**config.mk**
```make
export PLATFORM = sky130hd
export DESIGN_NAME = rti_front
export DESIGN_NICKNAME = d
export VERILOG_FILES = /design/src/rti_pkg.sv /design/src/rti_front.sv
export SDC_FILE = /design/constraint.sdc
export NUM_CORES = 1
export LEC_CHECK = 0
export CAP_MARGIN = 20
export CORE_ASPECT_RATIO = 1.1
export CORE_MARGIN = 10
export CORE_UTILIZATION = 61
export CTS_CLUSTER_DIAMETER = 150
export DETAILED_ROUTE_END_ITERATION = 8
export DONT_BUFFER_PORTS = 1
export PLACE_DENSITY_LB_ADDON = 0.05
export RECOVER_POWER = 50
export SYNTH_ARGS = -nofsm -noshare
export SYNTH_HDL_FRONTEND = slang
export SYNTH_SLANG_ARGS = --single-unit
```
**constraint.sdc**
```tcl
create_clock -name i_clk -period 8.55 [get_ports i_clk]
set_input_delay 1.71 -clock i_clk [delete_from_list [all_inputs] [get_ports i_clk]]
set_output_delay 1.71 -clock i_clk [all_outputs]
set_load 0.02 [all_outputs]
```
**src/rti_pkg.sv**
```systemverilog
// Shared types and constants for the radial table interpolator.
package rti_pkg;

    // Field widths of the item and result ports
    localparam int KIND_W      = 2;
    localparam int TBL_FIELD_W = 2;
    localparam int ENTRY_W     = 10;
    localparam int SAMPLE_W    = 32;
    localparam int RADIUS_W    = 24;
    localparam int INV_W       = 24;
    localparam int LEN_W       = 11;
    localparam int POS_W       = RADIUS_W + INV_W;
    localparam int IDX_W       = 16;
    localparam int FRAC_W      = 16;
    localparam int CMP_W       = IDX_W + 2;

    // Configuration port
    localparam int APB_ADDR_W  = 3;
    localparam int APB_DATA_W  = 32;
    localparam logic [INV_W-1:0] INV_SPACING_RST  = 24'd65536;
    localparam logic [LEN_W-1:0] TABLE_LENGTH_RST = 11'd1024;

    // Default sizes
    localparam int NUM_TABLES_DEF  = 4;
    localparam int TABLE_DEPTH_DEF = 1024;
    localparam int QUEUE_DEPTH     = 4;
    localparam int OUT_DEPTH       = 16;

    typedef enum logic [KIND_W-1:0] {
        KIND_LOAD   = 2'd0,
        KIND_CUBIC  = 2'd1,
        KIND_LINEAR = 2'd2,
        KIND_NONE   = 2'd3
    } t_kind;

    typedef enum logic {
        REG_INV_SPACING  = 1'b0,
        REG_TABLE_LENGTH = 1'b1
    } t_reg_idx;

    // One input item as taken from the ports
    typedef struct packed {
        t_kind                      kind;
        logic [TBL_FIELD_W-1:0]     tbl;
        logic [ENTRY_W-1:0]         entry;
        logic [SAMPLE_W-1:0]        sample;
        logic [RADIUS_W-1:0]        radius;
    } t_in_item;

    // Classified work item passed from front to back
    typedef struct packed {
        logic                       is_load;
        logic                       linear;
        logic                       zero;
        logic                       beyond;
        logic [TBL_FIELD_W-1:0]     tbl;
        logic [IDX_W-1:0]           pos;
        logic [FRAC_W-1:0]          frac;
        logic [SAMPLE_W-1:0]        sample;
    } t_work;

    // One result item
    typedef struct packed {
        logic [SAMPLE_W-1:0]        value;
        logic                       beyond;
    } t_result;

endpackage

```
**src/rti_front.sv**
```systemverilog
// Front part: takes items, forms the scaled position and classifies each item.
module rti_front #(
    parameter int NUM_TABLES  = rti_pkg::NUM_TABLES_DEF,
    parameter int TABLE_DEPTH = rti_pkg::TABLE_DEPTH_DEF
) (
    input  logic                          i_clk,
    input  logic                          i_rst_n,
    input  logic                          i_push,
    input  rti_pkg::t_in_item             i_item,
    output logic                          o_full,
    input  logic [rti_pkg::INV_W-1:0]     i_inv_spacing,
    input  logic [rti_pkg::LEN_W-1:0]     i_table_length,
    output logic                          o_q_push,
    output rti_pkg::t_work                o_q_item,
    input  logic                          i_q_full
);

    localparam int CMP_W = rti_pkg::CMP_W;

    logic                           r_s1_vld;
    rti_pkg::t_in_item              r_s1_item;
    logic [rti_pkg::POS_W-1:0]      r_s1_pos;

    logic                           s1_free;
    logic                           accept;
    logic [rti_pkg::IDX_W-1:0]      idx;
    logic [rti_pkg::FRAC_W-1:0]     frac;
    logic [CMP_W-1:0]               len_raw, len, idx_ext;
    logic                           tbl_ok, entry_ok, linear, beyond, keep;

    // Stage 1 moves when empty or when its item can leave
    assign s1_free = !r_s1_vld || !i_q_full;
    assign o_full  = !s1_free;
    assign accept  = i_push && s1_free;

    always_ff @(posedge i_clk) begin
        if (!i_rst_n) begin
            r_s1_vld <= 1'b0;
        end else if (s1_free) begin
            r_s1_vld <= i_push;
        end
    end

    // Input register with the radius scaling product
    always_ff @(posedge i_clk) begin
        if (accept) begin
            r_s1_item <= i_item;
            r_s1_pos  <= i_item.radius * i_inv_spacing;
        end
    end

    // Split position; clamp table length into [2, TABLE_DEPTH]
    assign idx     = r_s1_pos[rti_pkg::POS_W-1 -: rti_pkg::IDX_W];
    assign frac    = r_s1_pos[rti_pkg::POS_W-rti_pkg::IDX_W-1 -: rti_pkg::FRAC_W];
    assign idx_ext = CMP_W'(idx);
    assign len_raw = CMP_W'(i_table_length);

    always_comb begin
        if (len_raw < CMP_W'(2)) begin
            len = CMP_W'(2);
        end else if (len_raw > CMP_W'(TABLE_DEPTH)) begin
            len = CMP_W'(TABLE_DEPTH);
        end else begin
            len = len_raw;
        end
    end

    // Classification
    assign tbl_ok   = 7'(r_s1_item.tbl) < 7'(NUM_TABLES);
    assign entry_ok = CMP_W'(r_s1_item.entry) < CMP_W'(TABLE_DEPTH);
    assign linear   = (r_s1_item.kind == rti_pkg::KIND_LINEAR) || (idx == '0);
    assign beyond   = linear ? (idx_ext + CMP_W'(1) >= len) : (idx_ext + CMP_W'(2) >= len);

    always_comb begin
        unique case (r_s1_item.kind)
            rti_pkg::KIND_LOAD:   keep = tbl_ok && entry_ok;
            rti_pkg::KIND_CUBIC:  keep = 1'b1;
            rti_pkg::KIND_LINEAR: keep = 1'b1;
            rti_pkg::KIND_NONE:   keep = 1'b0;
        endcase
    end

    always_comb begin
        o_q_item.is_load = (r_s1_item.kind == rti_pkg::KIND_LOAD);
        o_q_item.linear  = linear;
        o_q_item.zero    = !tbl_ok || beyond;
        o_q_item.beyond  = tbl_ok && beyond;
        o_q_item.tbl     = r_s1_item.tbl;
        o_q_item.pos     = o_q_item.is_load ? rti_pkg::IDX_W'(r_s1_item.entry) : idx;
        o_q_item.frac    = frac;
        o_q_item.sample  = r_s1_item.sample;
    end

    // Dropped items (unused kind, out-of-range load) leave without a transfer
    assign o_q_push = r_s1_vld && !i_q_full && keep;

endmodule

```
Word-level counts from Yosys, hierarchy flattened
Cells that the tools add are included.

Logic and storage cells: 32. Input port bits: 109. Bits in registers: 95. Output and inout port bits: 72.

$lt $le $gt $ge: 4. Mux-type cells: 5. $mul: 1. Add/subtract/negate cells: 2. Eq/ne operators: 3. Reduce and logical (&&, ||, !) cells: 11.

Operators with widths (count): 24-bit by 24-bit multiplier with 48-bit output (1); 17-bit by 18-bit greater-or-equal comparator with 1-bit output (2); 11-bit 2-to-1 mux (2); 16-bit by 1-bit adder with 17-bit output (second input constant) (1); 16-bit by 2-bit adder with 17-bit output (second input constant) (1); 16-bit logical NOT (1); 16-bit 2-to-1 mux (1); 11-bit > comparator (second input constant) (1); 11-bit by 2-bit less-than comparator with 1-bit output (second input constant) (1); 2-bit == test (second input constant) (2); 1-bit logical AND (3); 1-bit logical NOT (3); 3-bit OR reduction (1); 2-bit by 1-bit == test with 1-bit output (second input constant) (1); 2-bit logical NOT (1); 1-bit logical OR (2); 1-bit one-hot mux with 2 select lines (1); 1-bit 2-to-1 mux (1).

Depth between registers and ports, before layout
Gate-level depths: netlist of run 1.

Word-level depth: 5. Depth in mapped cells: 26. Gate-level depth less buffers: 25.

Least setup slack after synthesis of run 1
No wires, ideal clock.

Path kind: input-to-reg. Start point: input i_item[13] (netlist bit). End point: register r_s1_pos[46] (netlist bit) (data pin). Data required time: 8.291 ns. Setup slack: 0.097 ns. Path buffers: 1. Stages on the path: 26. Library setup time: 0.259 ns. Arrival: 8.194 ns. Path through: clkbuf_1 nand2_1 fa_1 inv_1 fa_1 inv_1 fa_1 inv_1 fa_1 inv_1 fa_1 inv_1 fa_1 inv_1 fa_1 inv_1 ha_1 o21a_1 nand2_1 or4b_1 o21a_1 a211o_1 a311o_1 a21oi_2 nor2_1 a211o_1.

Longest elaborated chain between the ends: 1.

RTL lines: start, declared (RTL line rti_front.sv:9) `input rti_pkg::t_in_item i_item,`; 24-bit by 24-bit multiplier with 48-bit output (RTL line rti_front.sv:48) `r_s1_pos <= i_item.radius * i_inv_spacing;`; end signal, assigned (RTL line rti_front.sv:48); end, declared (RTL line rti_front.sv:22) `logic [rti_pkg::POS_W-1:0] r_s1_pos;`.

No other way between the ends. A chain may end at the register's enable or synchronous reset.

Worst setup path after layout of run 1
Start point: input i_inv_spacing[0] (netlist bit). End point: register r_s1_pos[46] (netlist bit) (data pin).

Longest elaborated chain between the ends: 1.

RTL lines: start, declared (RTL line rti_front.sv:11) `input logic [rti_pkg::INV_W-1:0] i_inv_spacing,`; 24-bit by 24-bit multiplier with 48-bit output (RTL line rti_front.sv:48).

No other way between the ends.

==> results of run 1 <==
[cell usage in the layout (no fill, tap or decap), types with 2 or more instances in the layout]
| cell | count |
|---|---|
| nor2b_1 | 9 |
| mux2_2 | 8 |
| a31oi_1 | 3 |
| buf_4 | 10 |
| ha_1 | 195 |
| a21o_1 | 20 |
| fa_1 | 481 |
| mux2i_1 | 2 |
| nand3b_1 | 2 |
| a21oi_1 | 35 |
| inv_1 | 558 |
| and2_1 | 297 |
| nor2_1 | 21 |
| o21bai_1 | 8 |
| nor4_1 | 4 |
| o21ai_0 | 26 |
| o31ai_1 | 2 |
| nand2b_1 | 5 |
| nand2_1 | 317 |
| xor2_1 | 21 |
| clkbuf_16 | 9 |
| a211oi_1 | 4 |
| a2111oi_0 | 2 |
| nor3_1 | 11 |
| nand4_1 | 11 |
| xnor2_1 | 28 |
| and3_1 | 11 |
| a211o_1 | 4 |
| or2_2 | 3 |
| o21a_1 | 8 |
| inv_6 | 2 |
| edfxtp_1 | 78 |
| clkinv_1 | 2 |
| nand3_1 | 14 |
| o2111ai_1 | 2 |
[worst max-delay path, stage by stage]
cell     delay (ps)
and2_1          160
fa_1            510
fa_1            560
inv_1            60
fa_1            520
inv_1            50
fa_1            490
inv_1            50
fa_1            530
inv_1            50
fa_1            470
inv_1            50
fa_1            520
inv_1            60
ha_1            300
o21a_1          210
nand2_1          60
or4b_1          490
o21a_1          240
a211o_1         390
a311o_1         330
a21oi_2         190
nor2_1           70
a211o_1         260
[cell families after synthesis]
kind of cell               Yosys count  share of synthesized area (%)
buffers and inverters              715                           12.9
and+or+nand+nor                    714                           16.1
adders and majority gates          676                           54.0
AOI/OAI and AO/OA                  131                           3.95
DFF                                 79                           10.6
xor gates and xnor gates            49                           1.92
muxes                               10                          0.493
[synthesized netlist by cell type (3+ instances only)]
cell type and instances:
a21oi_1 35, nor4_1 4, nor3_1 11, nand2b_1 5, ha_1 195, xnor2_1 28
fa_1 481, o21bai_1 8, a211o_1 4, o21a_1 8, xor2_1 21, a31oi_1 3
nand4_1 11, and2_1 298, mux2_2 8, nand2_1 317, edfxtp_1 78, a211oi_1 4
o21ai_0 26, or2_2 3, clkbuf_1 101, inv_1 558, nor2_1 22, a21o_1 20
buf_4 53, nor2b_1 10, and3_1 11, nand3_1 14
[flip-flops by register name (all words and copies together), names as in the netlist]
signal,count
r_s1_pos,32
r_s1_item,12
o_q_item,34
r_s1_vld,1
[path summary, 6_finish.rpt]
path | depth (start not counted) | end | startpoint | slack, ps
min reg2reg | 2 | r_s1_vld | r_s1_vld | 910
max | 24 | r_s1_pos[46] | i_inv_spacing[0] | 270
max reg2reg | 3 | o_q_item[19] | r_s1_vld | 4470
min | 2 | r_s1_vld | r_s1_vld | 910
[layout make-up]
| class | instances | area [sq um] |
|---|---|---|
| clock inverters | 7 | 78.8 |
| multi-input cells | 1580 | 17100 |
| well taps | 487 | 609 |
| inverters | 559 | 2100 |
| flip-flops and latches | 79 | 2360 |
| repair buffers | 11 | 78.8 |
| clock buffers | 9 | 225 |
| fillers | 3163 | 13600 |
[stage by stage]
stage          instances  util (%)  TNS, ps
6_report            2732      62.4        0
5_1_grt             2732      62.4        0
4_1_cts             2732      62.4        0
3_5_place_dp        2716      61.5    -58.6
3_3_place_gp        2716      61.5    -33.9
2_1_floorplan       2374         -        0
[layer usage]
metal  part of all wire [%]  vias up
li1                       -     6692
met1                     44     7707
met2                     45      648
met3                    9.4       54
met4                    1.4        0
met5                      0        -
==> impl_metrics.toml, run 1 <==
[run_status]
status = "finished, violations left"
failed_checks = "max-capacitance violations, max-slew violations"

[sta]
fin_skew_ps = 6.14
setup_violations = 0
tightest_slew_ps = 3960
drv_slew = 79
finalCritPeriodShare_pct = 96.8
min_period_ps = 8280
fmax_ghz = 0.121
relSlewSlack_pct = -164
setup_ws_ps = 270
holdWs_ps = 906
final_hold_viol_count = 0
rsz0062_at_grt = "false"

[final_layout]
diodes = 0
final_area_sq_um = 22600
area_delta_synth_final_pct = 0.974
drive_above_1_share_pct = 1.87
final_nets = 3025

[die]
num_io_pins = 181
start_util_pct = 61.8
die_h_microns = 221
core-area_sq_um = 36200
die_w_microns = 202
rows = 73
dieArea_sq_um = 44700

[clock_tree]
clk_latency_ps = 340
cts_tree = "built"
clkSlewWorstSetupHoldPaths_ps = 60
post_cts_resized = 0
cts_max_path_buffers = 2
cts_setup_buffers = 0
clockRootBuffer = "clkbuf_16"
htree_num_levels = 3
cts_sinks = 79
ctsHoldBuffers = 0
numCtsBuffers = 9

[logic_synthesis]
synth_edf_count = 78
synthTopCellsByArea = "fa_1, ha_1, edfxtp_1"
netlist.area_leader.share_pct = 43.1
syn_avg_cell_area_sq_um = 9.41
ys_warn_count = 0
netlist_instances = 2374
synth_top_area_cell = "fa_1"
async_reset_ff_share_pct = 0
synth_seq_area_share_pct = 10.6
ys_types = 59
synth-main-ff-cell = "edfxtp_1"
synth_fp_nets = 3159
syn_area_sq_um = 22300
ys_seq_elements = 79

[drt]
drc_errors = 0
vias = 15100
totalWireLength_microns = 57300
drt_iter0_drc = 900
avgRoutedWirePerCell_microns = 21.0
drtPass1Iterations = 5
vias_per_cell = 5.53
ant_nets = 0

[worst_setup_path]
cp_data_arrival_time_ps = 8370
crit_path_start_kind = "input port"
worst-path-max-fanout = 23
cp-end-kind = "flip-flop"
crit_type = "input port to flip-flop"
worst-endpoint-required_ps = 8640

[place]
postPlaceCellArea_sq_um = 22300
dp_worst_setup_slack_ps = -58.6
hpwl_microns = 44000
routabilityCongestion = 0.892
port_buffers = 0

[grt]
grt_pass1_vias = 16400
antenna_found_initial = 0
track_usage_pct = 26.8
grt_use_met3_pct = 6.03
grt_max_degree = 79
busiest_layer = "met2"
grt_overflow_total = 0
grt_use_met2_pct = 42.5
grt_pass1_wl_microns = 93300
use_met1_pct = 37.3

[job]
maxCapViolCount = 1

[worst_hold_path]
hold_class = "flip-flop to flip-flop"
Power of run 1 is left out: the tool's default activity adds up to more than one toggle a clock period on the data nets, which glitch-free logic cannot reach.
==> run 2: changes to the inputs <==
--- a/config.mk
+++ b/config.mk
@@ -15,4 +15,5 @@
 export PLACE_DENSITY_LB_ADDON = 0.05
 export RECOVER_POWER = 50
+export SKIP_LAST_GASP = 1
 export SYNTH_ARGS = -nofsm -noshare
 export SYNTH_HDL_FRONTEND = slang
==> constraint.sdc (replaced) <==
create_clock -name i_clk -period 8.55 [get_ports i_clk]
set_input_delay 1.71 -clock i_clk [delete_from_list [all_inputs] [get_ports i_clk]]
set_output_delay 1.71 -clock i_clk [all_outputs]
set_load 0.01 [all_outputs]
==> impl_metrics.toml, run 2 (synthesized netlist as in run 1, its figures left out) <==
[clock_tree]
clk_latency_ps = 350
clkSlewWorstSetupHoldPaths_ps = 60
clockRootBuffer = "clkbuf_16"
cts_max_path_buffers = 2
cts_setup_buffers = 0
htree_num_levels = 3
post_cts_resized = 0
numCtsBuffers = 9
ctsHoldBuffers = 0
cts_tree = "built"
cts_sinks = 79

[worst_hold_path]
hold_class = "flip-flop to flip-flop"

[final_layout]
largest_register_ffs = 34
multi_input_area_sq_um = 17100
n_fill_cell = 3203
fin_cells = 2731
final_nets = 3023
final_cell_mix = "inv_1, fa_1, nand2_1"
ff_latch_area_sq_um = 2360
area_delta_synth_final_pct = 1.01
layout.cells.most_common = "inv_1"
drive_above_1_share_pct = 1.74
final_area_sq_um = 22600
utilization_pct = 62.4

[run_status]
status = "finished, violations left"
failed_checks = "max-capacitance violations, max-slew violations"

[drt]
ant_nets = 0
drc_errors = 0
drtPass1Iterations = 5
vias_per_cell = 5.57
drt_iter0_drc = 991
avgRoutedWirePerCell_microns = 21.1
vias = 15200
totalWireLength_microns = 57700

[grt]
track_usage_pct = 26.9
grt_pass1_vias = 16600
grt_pass1_wl_microns = 93300
grt_overflow_total = 0
antenna_found_initial = 6
grt_max_degree = 79

[die]
core-area_sq_um = 36200
die_w_microns = 202
rows = 73
dieArea_sq_um = 44700
start_util_pct = 61.8
die_h_microns = 221
num_io_pins = 181

[sta]
final_hold_viol_count = 0
holdWs_ps = 835
min_period_ps = 8280
relSlewSlack_pct = -161
fin_skew_ps = 7.42
tightest_slew_ps = 3910
fmax_ghz = 0.121
rsz0062_at_grt = "false"
drv_slew = 79
finalCritPeriodShare_pct = 96.8
setup_violations = 0

[worst_setup_path]
crit_path_start_kind = "input port"
cp_data_arrival_time_ps = 8370
crit_type = "input port to flip-flop"
worst-endpoint-required_ps = 8640
cp-end-kind = "flip-flop"
worst-path-max-fanout = 23

[place]
hpwl_microns = 44200
placedCellCount = 2714
routabilityCongestion = 0.907
port_buffers = 0
postPlaceCellArea_sq_um = 22200

[job]
maxCapViolCount = 1
-- run 2: cell types whose count changed in the layout (fill, tap and decap cells not counted), sizes merged --
cell | previous run | this run
diode | 0 | 1
buf | 10 | 8
inv | 561 | 562
clkinvlp | 1 | 0
bufinv | 1 | 2
clkinv | 3 | 2
-- run 2: stage by stage --
step	setup slack (ps)	TNS, ps
final	273	0
after floorplan	97.3	0
after CTS	294	0
after global placement	-21.4	-21.4
after detailed placement	-49.3	-49.3
after global routing	36.3	0
-- run 2: worst paths after layout --
kind	start	to	slack (ps)	cells after the start
worst max-delay path	i_inv_spacing[0]	r_s1_pos[46]	270	24
worst min-delay path	r_s1_vld	r_s1_vld	840	2
worst max register to register	r_s1_vld	o_q_item[28]	4590	3
worst min register to register	r_s1_vld	r_s1_vld	840	2
-- run 2: layout make-up --
cell class	instances	area share, %
multi-input combinational	1580	75.8
sequential	79	10.5
timing repair buffer	9	0.283
antenna	1	0.0111
clock buffer	9	0.998
inverter	559	9.30
clock inverter	7	0.449
tap	487	2.70
-- run 2: routing by layer --
metal	share of wire, %	up-vias	track usage, %
li1	-	6689	-
met1	43	7825	37.4
met2	45	636	42.3
met3	9.5	71	6.07
met4	2.1	2	6.74
met5	0.029	-	0
-- run 2: worst max-delay path, cell delays in order --
cell and delay [ps]:
and2_1 160, fa_1 510, fa_1 560, inv_1 60, fa_1 520, inv_1 50
fa_1 490, inv_1 50, fa_1 520, inv_1 50, fa_1 480, inv_1 50
fa_1 540, inv_1 60, ha_1 290, o21a_1 200, nand2_1 70, or4b_1 480
o21a_1 240, a211o_1 400, a311o_1 330, a21oi_2 190, nor2_1 70, a211o_1 270
Power of run 2 is left out for the same reason.
