==> src/rti_pkg.sv <==
// Shared types and constants for the radial table interpolator.
package rti_pkg;

    // Field widths of the item and result ports
    localparam int KIND_W      = 2;
    localparam int TBL_FIELD_W = 2;
    localparam int ENTRY_W     = 10;
    localparam int SAMPLE_W    = 32;
    localparam int RADIUS_W    = 24;
    localparam int INV_W       = 24;
    localparam int LEN_W       = 11;
    localparam int POS_W       = RADIUS_W + INV_W;
    localparam int IDX_W       = 16;
    localparam int FRAC_W      = 16;
    localparam int CMP_W       = IDX_W + 2;

    // Configuration port
    localparam int APB_ADDR_W  = 3;
    localparam int APB_DATA_W  = 32;
    localparam logic [INV_W-1:0] INV_SPACING_RST  = 24'd65536;
    localparam logic [LEN_W-1:0] TABLE_LENGTH_RST = 11'd1024;

    // Default sizes
    localparam int NUM_TABLES_DEF  = 4;
    localparam int TABLE_DEPTH_DEF = 1024;
    localparam int QUEUE_DEPTH     = 4;
    localparam int OUT_DEPTH       = 16;

    typedef enum logic [KIND_W-1:0] {
        KIND_LOAD   = 2'd0,
        KIND_CUBIC  = 2'd1,
        KIND_LINEAR = 2'd2,
        KIND_NONE   = 2'd3
    } t_kind;

    typedef enum logic {
        REG_INV_SPACING  = 1'b0,
        REG_TABLE_LENGTH = 1'b1
    } t_reg_idx;

    // One input item as taken from the ports
    typedef struct packed {
        t_kind                      kind;
        logic [TBL_FIELD_W-1:0]     tbl;
        logic [ENTRY_W-1:0]         entry;
        logic [SAMPLE_W-1:0]        sample;
        logic [RADIUS_W-1:0]        radius;
    } t_in_item;

    // Classified work item passed from front to back
    typedef struct packed {
        logic                       is_load;
        logic                       linear;
        logic                       zero;
        logic                       beyond;
        logic [TBL_FIELD_W-1:0]     tbl;
        logic [IDX_W-1:0]           pos;
        logic [FRAC_W-1:0]          frac;
        logic [SAMPLE_W-1:0]        sample;
    } t_work;

    // One result item
    typedef struct packed {
        logic [SAMPLE_W-1:0]        value;
        logic                       beyond;
    } t_result;

endpackage

==> src/rti_fifo.sv <==
// Small register-based FIFO used between and after the front and back parts.
module rti_fifo #(
    parameter int WIDTH = $bits(rti_pkg::t_work),
    parameter int DEPTH = rti_pkg::QUEUE_DEPTH
) (
    input  logic             i_clk,
    input  logic             i_rst_n,
    input  logic             i_push,
    input  logic [WIDTH-1:0] i_data,
    output logic             o_full,
    input  logic             i_pop,
    output logic [WIDTH-1:0] o_data,
    output logic             o_empty
);

    localparam int PTR_W = (DEPTH > 1) ? $clog2(DEPTH) : 1;
    localparam int CNT_W = $clog2(DEPTH + 1);

    logic [WIDTH-1:0] r_mem [DEPTH];
    logic [PTR_W-1:0] r_wr_ptr, r_rd_ptr;
    logic [CNT_W-1:0] r_count;
    logic             do_push, do_pop;

    assign o_full  = (r_count == CNT_W'(DEPTH));
    assign o_empty = (r_count == '0);
    assign do_push = i_push && !o_full;
    assign do_pop  = i_pop && !o_empty;
    assign o_data  = r_mem[r_rd_ptr];

    // Storage
    always_ff @(posedge i_clk) begin
        if (do_push) begin
            r_mem[r_wr_ptr] <= i_data;
        end
    end

    // Pointers and fill level
    always_ff @(posedge i_clk) begin
        if (!i_rst_n) begin
            r_wr_ptr <= '0;
            r_rd_ptr <= '0;
            r_count  <= '0;
        end else begin
            if (do_push) begin
                r_wr_ptr <= (r_wr_ptr == PTR_W'(DEPTH - 1)) ? '0 : r_wr_ptr + PTR_W'(1);
            end
            if (do_pop) begin
                r_rd_ptr <= (r_rd_ptr == PTR_W'(DEPTH - 1)) ? '0 : r_rd_ptr + PTR_W'(1);
            end
            unique case ({do_push, do_pop})
                2'b10:   r_count <= r_count + CNT_W'(1);
                2'b01:   r_count <= r_count - CNT_W'(1);
                default: r_count <= r_count;
            endcase
        end
    end

endmodule

==> config.mk <==
export PLATFORM = sky130hd
export DESIGN_NAME = rti_fifo
export DESIGN_NICKNAME = d
export VERILOG_FILES = /design/src/rti_pkg.sv /design/src/rti_fifo.sv
export SDC_FILE = /design/constraint.sdc
export NUM_CORES = 1
export LEC_CHECK = 0
export ABC_AREA = 1
export BUFFER_PORTS_ARGS = -buffer_cell sky130_fd_sc_hd__clkbuf_2
export CAP_MARGIN = 20
export CORE_MARGIN = 1.5
export CORE_UTILIZATION = 45
export DETAILED_ROUTE_END_ITERATION = 10
export PLACE_DENSITY_LB_ADDON = 0.15
export SYNTH_ARGS = -nofsm -noshare
export SYNTH_HDL_FRONTEND = slang
export SYNTH_SLANG_ARGS = --single-unit
==> constraint.sdc <==
create_clock -name i_clk -period 3.8 [get_ports i_clk]
set_input_delay 0 -clock i_clk [delete_from_list [all_inputs] [get_ports i_clk]]
set_output_delay 0 -clock i_clk [all_outputs]
set_load 0.03 [all_outputs]
Word-level counts from Yosys, hierarchy flattened

Memories as Yosys holds them, arrays and structs flattened. A register that Yosys moved wholly into a read port is not among the register bits.
Index checks and enable logic that the tools add are counted.

Add/subtract/negate cells: 4
Equal/unequal tests: 5
Mux-type cells: 7
Reductions and logical operators: 6

Operator list:

| kind                  | number |
|---|---|
| $mux W2               | 4 |
| $eq A2 B2 Y1 const B  | 3 |
| $pmux W3 S2           | 1 |
| $add A2 B1 Y2 const B | 2 |
| $add A3 B1 Y3 const B | 1 |
| $eq A3 B3 Y1 const B  | 1 |
| $logic_not A3 Y1      | 1 |
| $sub A3 B1 Y3 const B | 1 |
| $eq A2 B1 Y1 const B  | 1 |
| $logic_and A1 B1 Y1   | 2 |
| $logic_not A1 Y1      | 2 |
| $mux W1               | 2 |
| $reduce_bool A2 Y1    | 1 |

Bits in registers: 7
Memory bits (writable): 280
Output and inout bits: 72
Word-level logic and storage cells: 26
Memories kept: 1

Memories:

| memory | words | bits a word | rd ports | clocked after Yosys merged registers in | wr ports | RTL line       | RTL |
|---|---|---|---|---|---|---|---|
| r_mem  | 4     | 70          | 1        | 1                                       | 1        | rti_fifo.sv:19 | `logic [WIDTH-1:0] r_mem [DEPTH];` |

Depth between registers and ports, before layout

Gate-level depths: netlist of the first run.

Word-level depth: 5
Depth in mapped cells: 13
Gate-level depth less buffers: 13

Least setup slack after synthesis of the first run

Ideal clock, no wire load.

Path kind: register -> register
From: reg r_count[1]
To: mem r_mem[0][0] (netlist bit), enable pin
Setup time: 0.499 ns
Arrival: 3.561 ns
Data required time: 3.301 ns
Setup slack: -0.260 ns
Stages on the path, launching flop included: 5
Clock period less this slack: 4.060 ns
Cells stage by stage: dfxtp_1 -> nor2_1 -> nand2_1 -> nand2_1 -> nor2_1

Longest elaborated chain between the ends: 5

RTL lines:

| item                          | RTL line       | RTL |
|---|---|---|
| from (decl)                   | rti_fifo.sv:21 | `logic [CNT_W-1:0] r_count;` |
| from (signal assigned)        | rti_fifo.sv:51 | `2'b10: r_count <= r_count + CNT_W'(1);` |
| from (signal assigned)        | rti_fifo.sv:52 | `2'b01: r_count <= r_count - CNT_W'(1);` |
| from (signal assigned)        | rti_fifo.sv:53 | `default: r_count <= r_count;` |
| $eq A3 B3 Y1                  | rti_fifo.sv:24 | `assign o_full = (r_count == CNT_W'(DEPTH));` |
| $logic_not A1 Y1              | rti_fifo.sv:26 | `assign do_push = i_push && !o_full;` |
| $logic_and A1 B1 Y1           | rti_fifo.sv:26 |  |
| $mux W1                       | rti_fifo.sv:32 | `if (do_push) begin` |
| $mux W1 (implied by the code) | rti_fifo.sv:33 | `r_mem[r_wr_ptr] <= i_data;` |
| to (decl)                     | rti_fifo.sv:19 |  |

Every way passes these cells.

==> summary.md, run 1 <==
| Metric | Value |
|---|---|
| Number of setup buffers added after CTS | 0 |
| Antenna Nets Post-Route | 0 |
| Mapped Cells | about 750 |
| Synth Register Bits | 289 |
| Asr flop ratio synth | 0% |
| Critical Path End | o_data[47] |
| Clk pwr share | 27.2% |
| Worst slack, placed | between 1000 and 1500 ps |
| Slew Limit Headroom | around two fifths |
| Die width | roughly 160 um |
| Layout area overhead | 23.4% |
| Worst EP required | around 3800 ps |
| Hold Crit Depth | 2 |
| Leading post-synthesis cells by cell area | edfxtp_1 73%, o21ai_0 4.9%, o22ai_2 4.4%, nor2_4 3.9%, nor2_1 3.7% |
| Wirelength per Cell | about 18 um |
| Net Switching | around 3.7 mW |
| CTS root buffer | clkbuf_16 |
| Overall power | 10.0 mW |
| Final instance area | roughly 14000 sq um |
| Top cell type's share of synthesized area | about three quarters |
| Worst EP arrival | between 2000 and 3000 ps |
| Reg2Reg Setup Slack | between 1000 and 1500 ps |
| Residual DRC | 0 |
| Htree depth | 1 |
| CTS sink count | roughly 290 |
| Num CTS Buffers | 30 |
| Worst setup EP type | output pin |
| Syn Area/Cell | approximately 15 sq um |
| Commonest register cell after synthesis | edfxtp_1 |
| Vias per Instance | 5.12 |
| RSZ-0062 raised after global routing | false |
| Power per cell area | slightly above 700 nW/um^2 |
| Critical Setup Path Class | flop to output pin |
| Slew Limit Fails | 0 |
| Die Y | 162 um |
| Post-layout net count | 1049 |
| Critical Path Start Type | flop |
| I/O Buffers | between 100 and 150 |
| Sequential-to-total area share from yosys stat | between 70% and 80% |
| Final min period | roughly 2800 ps |
| Via Count | 6768 |
| First-pass GRT wire length | roughly 37000 um |
| Top Ports | about 150 |
| Gate power share | 33.1% |
| Total number of yosys warnings | 0 |
| Final Cycle Share | between 70 and 80% |
| Crit-path max FO | 86 |
| Initial antenna violation count | 1 |
| Max incr delay on CP | between 900 and 1000 ps |
| Core Region | 25000 sq um |
| Hold/Removal Path Class | input port to flop |
| GP Congestion | about 0.73 |
| Final Skew | around 5.7 ps |
| Post-DP HPWL | 13100 um |
| Final-report setup violation count | 0 |
| Sw frac | 36.7% |
| Post-synthesis net count | 828 |
| Slew @ Worst Pin | roughly 900 ps |
| R2R Path Start | r_count[1]$_SDFFE_PN0P_ |
| Leakage | 4.99 nW |
| Max-cap violations | 0 |
| Reg power frac | 39.8% |
| RR Endpoint | r_mem[3][28]$_DFFE_PP_ |
| Netlist cell types | 21 |
| Clock Tree Buf Depth | 3 |
| VDD IR max | around 0.52 mV |
| Routed Wire Length | 23800 um |
| Leading cell types by count after synthesis | 280 x edfxtp_1, 113 x nor2_1, 112 x o21ai_0 |
| Crit-path cells | inv_6 -> buf_4 -> o21ai_0 -> o22ai_2 -> clkbuf_2 |
| Die Area | ~26000 sq um |
| CTS Hold Buffers Added | between 70 and 80 |
| Largest net degree at the start of global routing | 87 |
| Cell Area, Synth | 11400 sq um |
| Initial Util | 45.7% |
| Worst Setup Slack, final | 968 ps |
| Internal power | 6.36 mW |
| Status | finished, final reports clean |
| Rows | between 50 and 60 |
| Max Fclk | ~350 MHz |
| Most common cell in the netlist | edfxtp_1 |
| Layout cells sized above 1 | between 20% and 30% |
| Vias in the first global route | roughly 6800 |
| Top cell type by total area after synthesis | edfxtp_1 |
| Clock-pin slew on the worst setup and hold paths | ~60 ps |
| Clock Latency Late Sink | about 540 ps |
| Post-cts sizing count | 0 |
| Iter 0 DRT Violations | between 400 and 500 |
| Final Hold Viols | 0 |
| Remaining Overflow, GRT | 0 |
| Slowest cell on crit path | dfxtp_4 |
| Post-synth EDFFs | between 200 and 300 |
| Number of cells on the worst reg-to-reg path | 5 |
| CTS tree | yes |
| Gr usage total | 18.2% |
| Pre-antenna DRT Iters | 4 |
| Placed Area | 12400 sq um |
## power groups by stage
stage,sequential [mW],clock [mW],combinational [mW]
4_1_cts,3.99,2.79,3.35
3_5_place_dp,4.06,0,3.28
2_1_floorplan,3.99,0,2.47
5_1_grt,4.02,2.92,3.58
3_3_place_gp,4.06,0,3.26
6_report,3.99,2.73,3.32
## sequential cells by signal (all words and copies together) (netlist names), named ones only
register,flops
r_mem,280
r_count,3
r_wr_ptr,2
r_rd_ptr,2
## worst min path at each step
| stage | start | end |
|---|---|---|
| 2_1_floorplan | i_data[0] | r_mem[0][0]$_DFFE_PP_ |
| 3_3_place_gp | i_data[60] | r_mem[3][60]$_DFFE_PP_ |
| 3_5_place_dp | i_data[24] | r_mem[2][24]$_DFFE_PP_ |
| 4_1_cts | i_data[59] | r_mem[0][59]$_DFFE_PP_ |
| 5_1_grt | i_data[51] | r_mem[3][51]$_DFFE_PP_ |
| 6_report | i_data[51] | r_mem[3][51]$_DFFE_PP_ |
## stage by stage
stage	std cells	setup TNS, ps	util (%)	hold slack [ps]
2_1_floorplan	747	-72790	-	98.9
3_3_place_gp	1191	0	49.7	220
3_5_place_dp	1191	0	49.7	224
4_1_cts	1319	0	56.3	196
5_1_grt	1320	0	56.4	211
6_report	1321	0	56.4	215
## cell families after synthesis
family	synth area share, %
DFF	75.0
AOI/OAI and AO/OA	12.4
and+or+nand+nor	8.34
buffers and inverters	3.40
adders and majority gates	0.831
## critical path: cells and delay by family (launching register included)
kind                   cells  cell delay (ps)
buffers and inverters      3              990
DFF                        1              920
AOI/OAI and AO/OA          2              350
## placed cells by master, fill, tap and decap left out, drive strengths merged
| cell | Yosys | layout |
|---|---|---|
| diode | 0 | 1 |
| dlygate4sd3 | 0 | 74 |
| o22ai | 70 | 70 |
| nand2 | 15 | 15 |
| edfxtp | 280 | 280 |
| inv | 19 | 20 |
| ha | 6 | 6 |
| nand3 | 2 | 2 |
| buf | 23 | 14 |
| clkinvlp | 0 | 2 |
| bufinv | 0 | 1 |
| nand4 | 1 | 1 |
| nand3b | 1 | 1 |
| fa | 1 | 1 |
| clkinv | 0 | 10 |
| a21oi | 4 | 4 |
| nor2 | 153 | 153 |
| dfxtp | 9 | 9 |
| o21ai | 142 | 142 |
| clkbuf | 21 | 185 |
## layer usage
metal / vias up / GRT usage, % / wire, um
li1: 3245 / - / -
met1: 3322 / 25.4 / 10600
met2: 173 / 29.9 / 11500
met3: 28 / 3.18 / 1420
met4: 0 / 4.13 / 306
met5: - / 0 / 0
## cell type report
class / count / area, sq um
Clock inverter: 14 / 103
Sequential cell: 289 / 8590
Antenna cell: 1 / 2.50
Clock buffer: 40 / 820
Inverter: 19 / 76.3
Tap cell: 330 / 413
Timing Repair Buffer: 233 / 1620
Fill cell: 2048 / 10900
Multi-Input combinational cell: 395 / 2500
(Power assumes the default switching activity.)
==> inputs of run 2 (changes only) <==
Clock period 3.8 ns to 2.7 ns, I/O delays scaled along.
==> summary.md, run 2 (synthesized netlist as in run 1, its figures left out) <==
| Metric | Value |
|---|---|
| Gr usage total | between 10% and 20% |
| Overall power | about 14 mW |
| Worst Setup Slack, final | roughly 330 ps |
| Routed Wire Length | ~23000 um |
| Largest net degree at the start of global routing | roughly 140 |
| Slew Limit Headroom | between 50% and 60% |
| CP delay by family, top | flip-flops |
| Die Area | 26400 sq um |
| Crit-path max FO | 34 |
| CP bufs+invs | 2 |
| Commonest non-fill, non-tap cells in the layout | 280 x edfxtp_1, 145 x clkbuf_2, 112 x o21ai_0 |
| VDD IR max | roughly 0.65 mV |
| Final Skew | ~13 ps |
| CTS Hold Buffers Added | 74 |
| Clock Latency Late Sink | 540 ps |
| Post-layout net count | around 1100 |
| Slew @ Worst Pin | just over 700 ps |
| Worst slack, placed | 611 ps |
| CTS sink count | approximately 290 |
| Final Cycle Share | roughly 88% |
| Post-DP HPWL | 12300 um |
| Clock-pin slew on the worst setup and hold paths | 60 ps |
| Rows | 58 |
| Pre-antenna DRT Iters | 4 |
| Residual DRC | 0 |
| Post-cts sizing count | 0 |
| Layout cells sized above 1 | 29.0% |
| Critical Path Start Type | flop |
| Power per cell area | 998 nW/um^2 |
| Inst Count DP | 1193 |
| Layout area overhead | 24.0% |
| Total Neg Setup Slack | 0 ps |
| RSZ-0062 raised after global routing | false |
| Worst EP arrival | around 2400 ps |
| Most common cell after layout, fill and taps aside | edfxtp_1 |
| Max incr delay on CP | around 800 ps |
| Htree depth | 1 |
| Crit-path cells | buf_4 -> o21ai_0 -> o22ai_2 -> clkbuf_2 |
| Max FFs per register | 280 |
| Max Fclk | between 400 and 500 MHz |
| Vias in the first global route | between 6000 and 7000 |
| Die width | between 150 and 200 um |
| Final instance area | roughly 14000 sq um |
| Critical Setup Path Class | flop to output pin |
| Final Hold Viols | 0 |
| Hold Path Origin | i_data[51] |
| I/O Buffers | 145 |
| Worst EP required | about 2700 ps |
| First-pass GRT wire length | around 36000 um |
| Core Region | approximately 25000 sq um |
| Wirelength per Cell | roughly 18 um |
| Remaining Overflow, GRT | 0 |
| Final std cells w/o fill | ~1300 |
| Slew Limit Fails | 0 |
| Vias per Instance | a little over 5 |
| Number of setup buffers added after CTS | 0 |
| GP Congestion | just under 0.8 |
| Top Ports | 146 |
| Max-cap violations | 0 |
| Die Y | about 160 um |
| CTS tree | yes |
| Iter 0 DRT Violations | roughly 460 |
| R2R Path Start | r_count[1]$_SDFFE_PN0P_ |
| Worst Hold Slack | between 200 and 250 ps |
| Hold/Removal Path Class | input port to flop |
| Slowest cell on crit path | dfxtp_2 |
| Top flop regs | r_mem (280), r_count (3) |
| Num CTS Buffers | 30 |
| Final-report setup violation count | 0 |
| Antenna Nets Post-Route | 0 |
| Antenna cells | 0 |
| Initial Util | 45.7% |
| Via Count | ~6800 |
| Status | finished, final reports clean |
| CTS root buffer | clkbuf_16 |
| Largest Register | r_mem |
| Clock Tree Buf Depth | 3 |
| Layout Utilization | between 50% and 60% |
| Placed Area | between 10000 and 15000 sq um |
| Worst setup EP type | output pin |
| Final min period | 2370 ps |
| Leakage | 5.02 nW |
| Initial antenna violation count | 0 |
[run 2: cell types whose count changed in the layout (fill, tap and decap cells not counted), sizes merged]
cell | before | now
diode | 1 | 0
bufinv | 1 | 2
clkinvlp | 2 | 0
clkbuf | 185 | 179
buf | 14 | 15
clkinv | 10 | 18
[run 2: report_power, final]
group / switching [mW] / total [mW] / internal, mW
sequential: 0.167 / 5.56 / 5.39
combinational: 3.37 / 4.73 / 1.36
clock: 1.62 / 3.89 / 2.26
[run 2: per-layer routing]
metal	part of all wire [%]	routed length (um)	up-vias	global-route usage, %
li1	-	-	3252	-
met1	45	10500	3286	24.3
met2	48	11100	179	29.0
met3	5.6	1300	37	3.31
met4	1.9	436	0	5.34
met5	0	0	-	0
[run 2: layout make-up]
cell class	instances	area (sq um)
Tap cell	330	413
Inverter	19	76.3
Clock inverter	21	146
Clock buffer	34	787
Sequential cell	289	8590
Multi-Input combinational cell	395	2500
Fill cell	2020	10800
Timing Repair Buffer	234	1680
[run 2: final timing paths]
kind                            cells after the start                 endpoint  slack, ps
worst max-delay path                                4               o_data[48]        330
worst max register to register                     11  r_count[2]$_SDFFE_PN0P_        540
worst min register to register                      2                     flop        520
worst min-delay path                                2   r_mem[1][51]$_DFFE_PP_        210
==> inputs of run 3 (changes only) <==
Settings changed: CELL_PAD_IN_SITES_DETAIL_PLACEMENT set to 0, CELL_PAD_IN_SITES_GLOBAL_PLACEMENT set to 1, PLACE_DENSITY_LB_ADDON 0.15 to 0.1.
==> summary.md, run 3 (synthesized netlist as in run 1, its figures left out) <==
| Metric | Value |
|---|---|
| GP Congestion | between 0.7 and 0.8 |
| Layout Utilization | a little under three fifths |
| Wirelength per Cell | between 15 and 20 um |
| Antenna Nets Post-Route | 0 |
| VDD IR max | roughly 0.79 mV |
| Max-cap violations | 0 |
| Routed Wire Length | roughly 24000 um |
| Final Skew | 19.2 ps |
| Most common cell after layout, fill and taps aside | edfxtp_1 |
| Top Ports | 146 |
| Final Cycle Share | 84.7% |
| Number of setup buffers added after CTS | 0 |
| Clock Tree Buf Depth | 3 |
| Crit-path cells | buf_4 -> o21ai_0 -> o22ai_2 -> clkbuf_2 |
| R2R Path Start | r_count[1]$_SDFFE_PN0P_ |
| Top flop regs | r_mem (280), r_count (3) |
| I/O Buffers | roughly 150 |
| Power per cell area | 1000 nW/um^2 |
| Reg2Reg Setup Slack | about 530 ps |
| Via Count | 6858 |
| Inst Count DP | approximately 1200 |
| Hold/Removal Path Class | input port to flop |
| Worst setup EP type | output pin |
| Largest net degree at the start of global routing | 100 |
| Max Fclk | approximately 440 MHz |
| Internal power | approximately 9.0 mW |
| Slew Limit Fails | 0 |
| Slowest cell on crit path | dfxtp_2 |
| Die Area | about 26000 sq um |
| Critical Setup Path Class | flop to output pin |
| Final std cells w/o fill | roughly 1300 |
| Layout cells sized above 1 | a little under 30% |
| Remaining Overflow, GRT | 0 |
| Vias in the first global route | 7139 |
| Final-report setup violation count | 0 |
| Pre-antenna DRT Iters | 4 |
| Gr usage total | a little under a fifth |
| Hold path endpoint | r_mem[0][23]$_DFFE_PP_ |
| Layout area overhead | 24.0% |
| Clock Latency Late Sink | around 540 ps |
| Hold Crit Depth | 2 |
| Crit-path max FO | 34 |
| RSZ-0062 raised after global routing | false |
| Largest Register | r_mem |
| Residual DRC | 0 |
| Gate power share | ~34% |
| Final min period | around 2300 ps |
| Commonest non-fill, non-tap cells in the layout | 280 x edfxtp_1, 145 x clkbuf_2, 112 x o21ai_0 |
| CTS sink count | ~290 |
| CTS root buffer | clkbuf_16 |
| First-pass GRT wire length | roughly 38000 um |
| Vias per Instance | 5.16 |
| Clock-pin slew on the worst setup and hold paths | roughly 60 ps |
| Slew @ Worst Pin | between 600 and 700 ps |
| Initial antenna violation count | 2 |
| Overall power | roughly 14 mW |
| Die width | around 160 um |
| Worst EP required | between 2000 and 3000 ps |
| Net Switching | 5.18 mW |
| CP bufs+invs | 2 |
| Post-DP HPWL | around 14000 um |
| Initial Util | 45.7% |
| Htree depth | 1 |
| Clk pwr share | between 20% and 30% |
| CTS tree | yes |
| Reg power frac | between 30% and 40% |
| Critical path depth in cells | 4 |
| Sw frac | a little over a third |
| Slew Limit Headroom | between 50% and 60% |
| Max FFs per register | 280 |
| Status | finished, final reports clean |
| Iter 0 DRT Violations | around 340 |
| Die Y | roughly 160 um |
| RR Endpoint | r_count[2]$_SDFFE_PN0P_ |
| Core Region | around 25000 sq um |
| CP delay by family, top | buffers and inverters |
| Number of cells on the worst reg-to-reg path | 12 |
| Max incr delay on CP | between 600 and 700 ps |
| Rows | between 50 and 60 |
| Hold Path Origin | i_data[23] |
| Final Hold Viols | 0 |
| Post-layout net count | between 1000 and 1500 |
| Worst EP arrival | approximately 2300 ps |
| Critical Path Start Type | flop |
| Leakage | ~5.0 nW |
| Num CTS Buffers | 30 |
[run 3: repair_timing]
item,4_1_cts,5_1_grt
endpoints found under the hold margin,289,0
gates resized for setup,0,0
hold buffers,73,0
[run 3: metal layers]
layer / routed length [um] / global-route usage (%) / part of all wire [%]
met5: 0 / 0 / 0
met4: 542 / 5.09 / 2.2
met3: 1200 / 3.67 / 4.9
met2: 12200 / 33.1 / 50
met1: 10400 / 23.5 / 43
[run 3: layout make-up]
cell class | instances | area [sq um]
fillers | 2080 | 10800
flip-flops and latches | 289 | 8590
multi-input cells | 395 | 2500
repair buffers | 237 | 1670
clock buffers | 36 | 795
well taps | 330 | 413
clock inverters | 20 | 144
inverters | 19 | 76.3
diodes | 2 | 5.00
[run 3: how the worst max path moves through the flow]
stage	to	slack, ps
floorplan	r_mem[0][0]$_DFFE_PP_	-230
global placement	r_count[2]$_SDFFE_PN0P_	680
detailed placement	r_count[2]$_SDFFE_PN0P_	550
CTS	o_data[46]	350
global route	r_count[2]$_SDFFE_PN0P_	280
finish	o_data[46]	410
[run 3: per-stage QoR]
step	TNS [ps]	area [sq um]	hold WS (ps)	worst slack, ps
floorplan	-64770	11500	98.9	-231
global placement	0	12500	212	680
detailed placement	0	12500	218	549
CTS	0	14200	190	350
global route	0	14200	215	283
finish	0	14200	212	412
[run 3: power groups by stage]
stage                     clock (mW)  combinational, mW  sequential (mW)
after floorplan                    0               3.48             5.59
after global placement             0               4.70             5.62
after detailed placement           0               4.79             5.64
after CTS                       3.95               4.89             5.55
after global routing            4.11               5.22             5.58
final                           3.87               4.80             5.55
[run 3: worst register-to-register path, delay by kind of cell (launching register included)]
family / cells / cell delay, ps
simple gates: 7 / 900
fa+ha+maj: 2 / 660
flops: 1 / 320
buf+inv: 3 / 200
